===== config.mk =====
export PLATFORM = sky130hd
export DESIGN_NAME = spi_register_access_sequencer_flat
export DESIGN_NICKNAME = d
export VERILOG_FILES = /design/src/srs_pkg.sv /design/src/srs_if.sv /design/src/srs_core.sv /design/src/spi_register_access_sequencer.sv /design/src/flat_wrapper.sv
export SDC_FILE = /design/constraint.sdc
export NUM_CORES = 1
export LEC_CHECK = 0
export ABC_CLOCK_PERIOD_IN_PS = 6600
export CORE_ASPECT_RATIO = 1.25
export CORE_MARGIN = 5
export CORE_UTILIZATION = 50
export CTS_CLUSTER_DIAMETER = 30
export DETAILED_ROUTE_END_ITERATION = 6
export DONT_BUFFER_PORTS = 1
export GPL_ROUTABILITY_DRIVEN = 0
export PLACE_DENSITY = 0.69
export SLEW_MARGIN = 20
export SYNTH_ARGS = -nofsm -noshare
export SYNTH_HDL_FRONTEND = slang
export SYNTH_HIERARCHICAL = 1
export SYNTH_SLANG_ARGS = --single-unit

===== constraint.sdc =====
create_clock -name clk -period 6.6 [get_ports clk]
set_input_delay 0.99 -clock clk [delete_from_list [all_inputs] [get_ports clk]]
set_output_delay 0.99 -clock clk [all_outputs]
set_load 0.02 [all_outputs]

===== src/srs_pkg.sv =====
`default_nettype none

package srs_pkg;

  // Largest byte count that a start item may ask for.
  localparam logic [3:0] MAX_BYTES = 4'd4;

  // Operation codes of an input item.
  localparam logic [1:0] OP_START    = 2'd0;
  localparam logic [1:0] OP_TX_READY = 2'd1;
  localparam logic [1:0] OP_RX_BYTE  = 2'd2;
  localparam logic [1:0] OP_TX_DONE  = 2'd3;

  // Status codes of a result item.
  localparam logic [1:0] ST_OK      = 2'd0;
  localparam logic [1:0] ST_IGNORED = 2'd1;
  localparam logic [1:0] ST_FAULT   = 2'd2;

  typedef struct packed {
    logic [1:0]  op;
    logic        is_read;
    logic [2:0]  byte_count;
    logic [6:0]  reg_addr;
    logic [31:0] wr_data;
    logic [7:0]  rx_byte;
  } in_item_t;

  typedef struct packed {
    logic        tx_valid;
    logic [7:0]  tx_byte;
    logic        done_res;
    logic [31:0] read_data;
    logic        busy_res;
    logic [1:0]  status;
  } result_t;

endpackage

`default_nettype wire


===== src/srs_if.sv =====
`default_nettype none

interface srs_in_if;
  logic        valid;
  logic        ready;
  logic [1:0]  op;
  logic        is_read;
  logic [2:0]  byte_count;
  logic [6:0]  reg_addr;
  logic [31:0] wr_data;
  logic [7:0]  rx_byte;

  modport source (output valid, op, is_read, byte_count, reg_addr, wr_data, rx_byte,
                  input ready);
  modport sink (input valid, op, is_read, byte_count, reg_addr, wr_data, rx_byte,
                output ready);
endinterface

interface srs_out_if;
  logic        valid;
  logic        ready;
  logic        tx_valid;
  logic [7:0]  tx_byte;
  logic        done_res;
  logic [31:0] read_data;
  logic        busy_res;
  logic [1:0]  status;

  modport source (output valid, tx_valid, tx_byte, done_res, read_data, busy_res, status,
                  input ready);
  modport sink (input valid, tx_valid, tx_byte, done_res, read_data, busy_res, status,
                output ready);
endinterface

interface srs_cfg_if;
  logic       valid;
  logic       ready;
  logic [7:0] data;

  modport source (output valid, data, input ready);
  modport sink (input valid, data, output ready);
endinterface

`default_nettype wire


===== src/srs_core.sv =====
`default_nettype none

module srs_core (
  input  wire logic             clk,
  input  wire logic             rst_n,
  input  wire logic             item_valid,
  input  wire srs_pkg::in_item_t item,
  input  wire logic             cfg_we,
  input  wire logic [7:0]       cfg_data,
  output srs_pkg::result_t      res
);

  typedef enum logic [1:0] {PH_IDLE, PH_ADDR, PH_READ, PH_WRITE} phase_t;

  phase_t      phase_r, phase_nxt;
  logic        read_mode_r, read_mode_nxt;
  logic [6:0]  addr_r, addr_nxt;
  logic [31:0] wword_r, wword_nxt;
  logic [2:0]  tx_rem_r, tx_rem_nxt;
  logic [2:0]  rx_rem_r, rx_rem_nxt;
  logic        skip_rx_r, skip_rx_nxt;
  logic [31:0] accum_r, accum_nxt;
  logic        txr_en_r, txr_en_nxt;
  logic        txc_en_r, txc_en_nxt;
  logic [7:0]  fill_r;

  logic [2:0]  tx_dec;
  logic [2:0]  rx_dec;
  logic        bad_start;

  assign tx_dec    = tx_rem_r - 3'd1;
  assign rx_dec    = rx_rem_r - 3'd1;
  assign bad_start = (phase_r != PH_IDLE) || (item.byte_count == 3'd0) ||
                     ({1'b0, item.byte_count} > srs_pkg::MAX_BYTES);

  always_comb begin
    phase_nxt     = phase_r;
    read_mode_nxt = read_mode_r;
    addr_nxt      = addr_r;
    wword_nxt     = wword_r;
    tx_rem_nxt    = tx_rem_r;
    rx_rem_nxt    = rx_rem_r;
    skip_rx_nxt   = skip_rx_r;
    accum_nxt     = accum_r;
    txr_en_nxt    = txr_en_r;
    txc_en_nxt    = txc_en_r;
    res.tx_valid  = 1'b0;
    res.tx_byte   = 8'd0;
    res.done_res  = 1'b0;
    res.status    = srs_pkg::ST_OK;

    if (item.op == srs_pkg::OP_START) begin
      if (bad_start) begin
        res.status = srs_pkg::ST_FAULT;
      end else begin
        read_mode_nxt = item.is_read;
        addr_nxt      = item.reg_addr;
        wword_nxt     = item.wr_data;
        tx_rem_nxt    = item.byte_count;
        rx_rem_nxt    = item.byte_count;
        skip_rx_nxt   = 1'b1;
        accum_nxt     = 32'd0;
        phase_nxt     = PH_ADDR;
        txr_en_nxt    = 1'b1;
        txc_en_nxt    = 1'b0;
      end
    end else if (phase_r == PH_IDLE) begin
      res.status = srs_pkg::ST_IGNORED;
    end else begin
      case (item.op)
        srs_pkg::OP_TX_READY: begin
          if (!txr_en_r) begin
            res.status = srs_pkg::ST_IGNORED;
          end else if (phase_r == PH_ADDR) begin
            res.tx_valid = 1'b1;
            res.tx_byte  = {read_mode_r, addr_r};
            phase_nxt    = read_mode_r ? PH_READ : PH_WRITE;
          end else if (tx_rem_r == 3'd0) begin
            txr_en_nxt = 1'b0;
            res.status = srs_pkg::ST_FAULT;
          end else if (phase_r == PH_READ) begin
            res.tx_valid = 1'b1;
            res.tx_byte  = fill_r;
            tx_rem_nxt   = tx_dec;
            if (tx_dec == 3'd0) begin
              txr_en_nxt = 1'b0;
            end
          end else begin
            // Bytes beyond the 32-bit word come out as zero.
            tx_rem_nxt   = tx_dec;
            res.tx_valid = 1'b1;
            res.tx_byte  = tx_dec[2] ? 8'd0 : wword_r[{tx_dec[1:0], 3'b000} +: 8];
            if (tx_dec == 3'd0) begin
              txr_en_nxt = 1'b0;
              txc_en_nxt = 1'b1;
            end
          end
        end
        srs_pkg::OP_RX_BYTE: begin
          if (phase_r == PH_ADDR) begin
            res.status = srs_pkg::ST_FAULT;
          end else if (phase_r == PH_READ) begin
            if (skip_rx_r) begin
              skip_rx_nxt = 1'b0;
            end else if (rx_rem_r == 3'd0) begin
              res.status = srs_pkg::ST_FAULT;
            end else begin
              rx_rem_nxt = rx_dec;
              if (!rx_dec[2]) begin
                accum_nxt = accum_r | ({24'd0, item.rx_byte} << {rx_dec[1:0], 3'b000});
              end
              if (rx_dec == 3'd0) begin
                res.done_res = 1'b1;
                phase_nxt    = PH_IDLE;
                txr_en_nxt   = 1'b0;
                txc_en_nxt   = 1'b0;
              end
            end
          end
        end
        srs_pkg::OP_TX_DONE: begin
          if (!txc_en_r) begin
            res.status = srs_pkg::ST_IGNORED;
          end else if (phase_r == PH_WRITE) begin
            res.done_res = 1'b1;
            phase_nxt    = PH_IDLE;
            txr_en_nxt   = 1'b0;
            txc_en_nxt   = 1'b0;
          end else begin
            txc_en_nxt = 1'b0;
            res.status = srs_pkg::ST_FAULT;
          end
        end
        default: begin
          res.status = srs_pkg::ST_FAULT;
        end
      endcase
    end

    res.read_data = accum_nxt;
    res.busy_res  = (phase_nxt != PH_IDLE);
  end

  always_ff @(posedge clk) begin
    if (!rst_n) begin
      phase_r     <= PH_IDLE;
      read_mode_r <= 1'b0;
      accum_r     <= 32'd0;
      txr_en_r    <= 1'b0;
      txc_en_r    <= 1'b0;
      fill_r      <= 8'd0;
    end else begin
      if (item_valid) begin
        phase_r     <= phase_nxt;
        read_mode_r <= read_mode_nxt;
        accum_r     <= accum_nxt;
        txr_en_r    <= txr_en_nxt;
        txc_en_r    <= txc_en_nxt;
      end
      if (cfg_we) begin
        fill_r <= cfg_data;
      end
    end
  end

  always_ff @(posedge clk) begin
    if (!rst_n) begin
      addr_r    <= 7'd0;
      wword_r   <= 32'd0;
      tx_rem_r  <= 3'd0;
      rx_rem_r  <= 3'd0;
      skip_rx_r <= 1'b0;
    end else if (item_valid) begin
      addr_r    <= addr_nxt;
      wword_r   <= wword_nxt;
      tx_rem_r  <= tx_rem_nxt;
      rx_rem_r  <= rx_rem_nxt;
      skip_rx_r <= skip_rx_nxt;
    end
  end

  a_done_goes_idle: assert property (@(posedge clk) disable iff (!rst_n)
    (item_valid && res.done_res) |=> (phase_r == PH_IDLE && !txr_en_r && !txc_en_r))
    else $error("transaction completed but sequencer did not return to idle");

  a_idle_no_enables: assert property (@(posedge clk) disable iff (!rst_n)
    (phase_r == PH_IDLE) |-> (!txr_en_r && !txc_en_r))
    else $error("event enable left set while idle");

  a_tx_only_on_ready: assert property (@(posedge clk) disable iff (!rst_n)
    (item_valid && res.tx_valid) |-> (item.op == srs_pkg::OP_TX_READY))
    else $error("transmit byte produced by an event other than transmit ready");

endmodule

`default_nettype wire


===== src/spi_register_access_sequencer.sv =====
`default_nettype none

// Channel   Direction  Handshake                    Item carried
// in_chan   sink       in_chan.valid/in_chan.ready  op, is_read, byte_count, reg_addr,
//                                                    wr_data, rx_byte
// out_chan  source     out_chan.valid/out_chan.ready tx_valid, tx_byte, done_res,
//                                                    read_data, busy_res, status
// cfg_chan  sink       cfg_chan.valid/cfg_chan.ready fill byte (data)
//
// Every input item yields exactly one result item, presented the cycle after it is
// accepted unless the output is stalled, in which case it waits in order.
// The sequencer state is updated at the accepting edge, so one item per cycle is sustained
// unless the output stalls. A skid register behind the result register keeps in_chan.ready
// high as an output stall begins; ready drops only while the skid register holds an item.
// rst_n is synchronous and active low; it clears the sequencer to idle and the fill byte to 0.
// The configuration channel is always ready and takes effect on the following item.

module spi_register_access_sequencer (
  input wire logic clk,
  input wire logic rst_n,
  srs_in_if.sink   in_chan,
  srs_out_if.source out_chan,
  srs_cfg_if.sink  cfg_chan
);

  srs_pkg::in_item_t item;
  srs_pkg::result_t  res;
  srs_pkg::result_t  out_r;
  srs_pkg::result_t  skid_r;
  logic              out_valid_r;
  logic              skid_valid_r;
  logic              in_fire;
  logic              out_free;

  // The input is held back only while an item is parked in the skid register.
  assign in_chan.ready  = !skid_valid_r;
  assign cfg_chan.ready = 1'b1;
  assign in_fire        = in_chan.valid && in_chan.ready;
  assign out_free       = !out_valid_r || out_chan.ready;

  assign item.op         = in_chan.op;
  assign item.is_read    = in_chan.is_read;
  assign item.byte_count = in_chan.byte_count;
  assign item.reg_addr   = in_chan.reg_addr;
  assign item.wr_data    = in_chan.wr_data;
  assign item.rx_byte    = in_chan.rx_byte;

  // All per-event work happens in the core, between the input and the result register.
  srs_core u_core (
    .clk        (clk),
    .rst_n      (rst_n),
    .item_valid (in_fire),
    .item       (item),
    .cfg_we     (cfg_chan.valid),
    .cfg_data   (cfg_chan.data),
    .res        (res)
  );

  // Result register with a skid stage. When the result register is free it loads the
  // skid item first if one is waiting, otherwise the fresh result; when it is stalled a
  // fresh result is parked in the skid register.
  always_ff @(posedge clk) begin
    if (!rst_n) begin
      out_valid_r  <= 1'b0;
      skid_valid_r <= 1'b0;
    end else if (out_free) begin
      if (skid_valid_r) begin
        out_valid_r  <= 1'b1;
        skid_valid_r <= 1'b0;
      end else begin
        out_valid_r <= in_fire;
      end
    end else if (in_fire) begin
      skid_valid_r <= 1'b1;
    end
  end

  always_ff @(posedge clk) begin
    if (out_free) begin
      out_r <= skid_valid_r ? skid_r : res;
    end else if (in_fire) begin
      skid_r <= res;
    end
  end

  assign out_chan.valid     = out_valid_r;
  assign out_chan.tx_valid  = out_r.tx_valid;
  assign out_chan.tx_byte   = out_r.tx_byte;
  assign out_chan.done_res  = out_r.done_res;
  assign out_chan.read_data = out_r.read_data;
  assign out_chan.busy_res  = out_r.busy_res;
  assign out_chan.status    = out_r.status;

  a_skid_behind_out: assert property (@(posedge clk) disable iff (!rst_n)
    skid_valid_r |-> out_valid_r)
    else $error("skid register holds an item while the result register is empty");

  a_stall_parks_item: assert property (@(posedge clk) disable iff (!rst_n)
    (out_valid_r && !out_chan.ready && in_fire) |=> (skid_valid_r && out_valid_r))
    else $error("item accepted during an output stall was not parked");

endmodule

`default_nettype wire

===== src/flat_wrapper.sv =====
// flat-port wrapper written by rule: the top's interface ports become plain ports
module spi_register_access_sequencer_flat 
  (clk, rst_n, in_chan_valid, in_chan_op, in_chan_is_read, in_chan_byte_count, in_chan_reg_addr, in_chan_wr_data, in_chan_rx_byte, in_chan_ready, out_chan_valid, out_chan_tx_valid, out_chan_tx_byte, out_chan_done_res, out_chan_read_data, out_chan_busy_res, out_chan_status, out_chan_ready, cfg_chan_valid, cfg_chan_data, cfg_chan_ready);
  srs_in_if in_chan_i ();
  srs_out_if out_chan_i ();
  srs_cfg_if cfg_chan_i ();
  input wire logic clk;
  input wire logic rst_n;
  input wire logic [$bits(in_chan_i.valid)-1:0] in_chan_valid;
  input wire logic [$bits(in_chan_i.op)-1:0] in_chan_op;
  input wire logic [$bits(in_chan_i.is_read)-1:0] in_chan_is_read;
  input wire logic [$bits(in_chan_i.byte_count)-1:0] in_chan_byte_count;
  input wire logic [$bits(in_chan_i.reg_addr)-1:0] in_chan_reg_addr;
  input wire logic [$bits(in_chan_i.wr_data)-1:0] in_chan_wr_data;
  input wire logic [$bits(in_chan_i.rx_byte)-1:0] in_chan_rx_byte;
  output wire logic [$bits(in_chan_i.ready)-1:0] in_chan_ready;
  output wire logic [$bits(out_chan_i.valid)-1:0] out_chan_valid;
  output wire logic [$bits(out_chan_i.tx_valid)-1:0] out_chan_tx_valid;
  output wire logic [$bits(out_chan_i.tx_byte)-1:0] out_chan_tx_byte;
  output wire logic [$bits(out_chan_i.done_res)-1:0] out_chan_done_res;
  output wire logic [$bits(out_chan_i.read_data)-1:0] out_chan_read_data;
  output wire logic [$bits(out_chan_i.busy_res)-1:0] out_chan_busy_res;
  output wire logic [$bits(out_chan_i.status)-1:0] out_chan_status;
  input wire logic [$bits(out_chan_i.ready)-1:0] out_chan_ready;
  input wire logic [$bits(cfg_chan_i.valid)-1:0] cfg_chan_valid;
  input wire logic [$bits(cfg_chan_i.data)-1:0] cfg_chan_data;
  output wire logic [$bits(cfg_chan_i.ready)-1:0] cfg_chan_ready;
  assign in_chan_i.valid = in_chan_valid;
  assign in_chan_i.op = in_chan_op;
  assign in_chan_i.is_read = in_chan_is_read;
  assign in_chan_i.byte_count = in_chan_byte_count;
  assign in_chan_i.reg_addr = in_chan_reg_addr;
  assign in_chan_i.wr_data = in_chan_wr_data;
  assign in_chan_i.rx_byte = in_chan_rx_byte;
  assign in_chan_ready = in_chan_i.ready;
  assign out_chan_valid = out_chan_i.valid;
  assign out_chan_tx_valid = out_chan_i.tx_valid;
  assign out_chan_tx_byte = out_chan_i.tx_byte;
  assign out_chan_done_res = out_chan_i.done_res;
  assign out_chan_read_data = out_chan_i.read_data;
  assign out_chan_busy_res = out_chan_i.busy_res;
  assign out_chan_status = out_chan_i.status;
  assign out_chan_i.ready = out_chan_ready;
  assign cfg_chan_i.valid = cfg_chan_valid;
  assign cfg_chan_i.data = cfg_chan_data;
  assign cfg_chan_ready = cfg_chan_i.ready;
  spi_register_access_sequencer u_core (.clk(clk), .rst_n(rst_n), .in_chan(in_chan_i), .out_chan(out_chan_i), .cfg_chan(cfg_chan_i));
endmodule

==> impl_results.md <==
* Post-CTS Setup Bufs at 0
* Async set or reset register ratio after synthesis at 0
* Die Area at 18500 um^2
* Mapped Avg Cell Area at 11.4 um^2
* Max Slew Vio Count at 0
* Worst-Margin Slew at 1010 ps
* Worst R2R Path Depth at 5
* Grt total ovfl at 0
* Final setup fails at 0
* Clock Tree Root: clkbuf_16
* Avg WL per Cell at 20.2 um
* Top delay family on crit path: simple AND/OR/NAND/NOR gates
* First-pass GRT wire length at 28800 um
* CTS H-tree lvls at 4
* Seq/Total Area, Yosys at 0.574
* Min Tclk post-route at 3560 ps
* Synth Net Count at 774
* CTS clk-pin slew, worst paths at 70 ps
* CP max-delay cell: ha_1
* Crit Path Max Fanout at 32
* Sink Count at 183
* Critical-path cell list: inv_1 -> ha_1 -> nor3b_1 -> nand3_2 -> a22o_1 -> mux2_2
* Worst reg2reg startpoint: u_core/u_core/phase_r[0]$_SDFFE_PN0P_
* Initial antenna violation count at 0
* Status: finished with violations
* Final ANT Viol Nets at 0
* Setup ws final at 3040 ps
* Layout Nets at 751
* Crit. End Element: register
* All-Layer GR Usage at 0.202
* # IOs at 114
* DIE HEIGHT at 151 um
* Slew HR at 0.325
* Synth Register Bits at 183
* Top_reg_cell synth: dfxtp_1
* Commonest non-fill, non-tap cells in the layout: 103 x nand2_1, 92 x dfxtp_1, 90 x edfxtp_1
* Drt first pass iters at 7
* Largest cells by area after synthesis: edfxtp_1 34%, dfxtp_1 23%, mux2_2 5.5%
* Area share of the largest cell type after synthesis at 0.340
* Setup slack, reg-to-reg at 3600 ps
* Worst endpoint required time at 6780 ps
* Max-capacitance violation count at 0
* Netlist cell types at 63
* Pre-CTS WS at 2600 ps
* Reg-to-reg endpoint: u_core/out_chan.busy_res$_DFFE_PP_
* Post-synth EDFFs at 90
* Area leader, netlist: edfxtp_1
* Leakage power at 3.06 nW
* PD cells at 276 nW/um^2
* Share of layout cells above drive strength 1 at 0.145
* Count of buffers from port buffering at 0
* Final hold violations at 0
* Startpoint Class: primary input
* Failing checks: DRC
* Fin Setup TNS at 0 ps
* Chip Width at 123 um
* Vias in the first global route at 5508
* Worst Hold End: u_core/u_core/accum_r[1]$_SDFFE_PN0P_
* Vias per std cell at 6.06
* DR vias at 5453
* Area Overhead vs Synth at 8.88%
* Crit-path max cell delay at 830 ps
* Hold depth at 2
* Clock Latency Late Sink at 430 ps
* Worst VDD drop at 154 uV
* Mapped cell area at 7950 um^2
* Unrepaired setup endpoints after global routing: false
* Core Area at 15600 um^2
* CTS buffer count at 17
* Clock Path Buffers at 2
* Cells after synthesis at 698
* Clk_skew at 7.61 ps
* Max frequency at 281 MHz
* Post-route insts no fill at 900
* Final WL at 18200 um
* CTS tree: built
* Synth warn at 6
* Worst hold margin at 456 ps
* Number of hold buffers added after cts at 0
* Initial Utilization at 0.510
* Largest net degree at the start of global routing at 80
* Post-Place Cells at 868
* Post_cts resized at 0
* # diodes at 0
* Site row count at 51
* Worst path arrival time at 3740 ps
* Worst min path class: reg2reg
* WS Path Type: in2reg
* HP Start: u_core/u_core/accum_r[1]$_SDFFE_PN0P_
* Buf+Inv Stages, Crit Path at 1
* Tcrit/Tclk final at 0.539
* Most common cell after layout, fill and taps aside: nand2_1
* DRC Markers at 1
* Detailed Place HPWL at 12500 um
* Initial drt markers at 456
-- Yosys cell counts (6+ instances only) --
master and instances:
clkbuf_1 22, nand4_1 8, o21ai_0 40, mux2i_1 10
mux4_2 8, a21oi_1 51, nand2b_1 7, dfxtp_1 93
inv_1 13, buf_2 16, edfxtp_1 90, mux2_1 6
a222oi_1 8, mux2_2 39, a22o_1 31, nand3_1 38
ha_1 10, nand2_1 103, nor2_1 29
-- through the flow --
stage	power [W]	instance area, um^2	utilization
2_1_floorplan	0.00137	7950	-
3_3_place_gp	0.00140	8040	0.516
3_5_place_dp	0.00140	8040	0.517
4_1_cts	0.00240	8650	0.556
5_1_grt	0.00247	8650	0.556
6_report	0.00239	8650	0.556
-- layout make-up --
| class | instances | area [um^2] |
|---|---|---|
| clock inverter | 12 | 119 |
| sequential | 183 | 4570 |
| timing repair buffer | 6 | 45.0 |
| multi-input combinational | 454 | 3120 |
| inverter | 13 | 48.8 |
| tap | 212 | 265 |
| clock buffer | 20 | 489 |
| fill | 1350 | 6920 |
-- where the power goes --
group | total (W) | internal, W | leakage [nW] | switching [W]
clock | 0.00101 | 0.000555 | 0.302 | 0.000457
sequential | 0.00126 | 0.00122 | 1.70 | 0.0000423
combinational | 0.000112 | 0.0000375 | 1.05 | 0.0000740
-- sequential cells by signal, indices dropped and copies added (netlist names) --
signal,flops
u_core/skid_r,45
u_core/out_chan.read_data,32
u_core/u_core/accum_r,32
u_core/u_core/wword_r,32
u_core/out_chan.tx_byte,8
u_core/u_core/fill_r,8
u_core/u_core/addr_r,7
u_core/u_core/rx_rem_r,3
u_core/u_core/tx_rem_r,3
u_core/out_chan.status,2
u_core/u_core/phase_r,2
u_core/out_chan.busy_res,1
u_core/out_chan.done_res,1
u_core/out_chan.tx_valid,1
u_core/out_chan.valid,1
u_core/skid_valid_r,1
u_core/u_core/read_mode_r,1
u_core/u_core/skip_rx_r,1
u_core/u_core/txc_en_r,1
u_core/u_core/txr_en_r,1
-- cells by family after synthesis --
family | Yosys count | synth area share
AO/OA/AOI/OAI | 162 | 0.139
XOR/XNOR | 2 | 0.00221
adder cells (fa/ha/maj) | 10 | 0.0157
buffers and inverters | 61 | 0.0346
flip-flops | 183 | 0.574
multiplexers | 63 | 0.0991
other | 1 | 0.000472
AND/OR/NAND/NOR | 216 | 0.135
-- routing by layer --
layer,part of all wire,global-route usage,vias to the layer above
met5,0,0,-
met4,0.024,0.0734,0
met3,0.057,0.0542,40
met2,0.53,0.360,214
met1,0.39,0.231,2651
li1,-,-,2548
-- worst min-delay path, stage by stage, from the launching register on --
cell and delay, ps:
dfxtp_1 310, nand2_1 50, a21oi_1 50
-- worst max path at each step --
stage                               from                                      end  slack, ps  cells past startpoint
after floorplan           out_chan_ready               u_core/skid_r[0]$_DFFE_PP_        530                      2
after global routing       in_chan_op[0]  u_core/out_chan.read_data[23]$_DFFE_PP_       2860                      6
after CTS                  in_chan_op[0]   u_core/out_chan.read_data[3]$_DFFE_PP_       3070                      6
after detailed placement   in_chan_op[0]   u_core/out_chan.read_data[8]$_DFFE_PP_       2600                      6
final                      in_chan_op[1]   u_core/out_chan.read_data[8]$_DFFE_PP_       3040                      6
after global placement     in_chan_op[0]   u_core/out_chan.read_data[1]$_DFFE_PP_       2280                      6
Note: power is estimated with default switching activity, not from simulation.
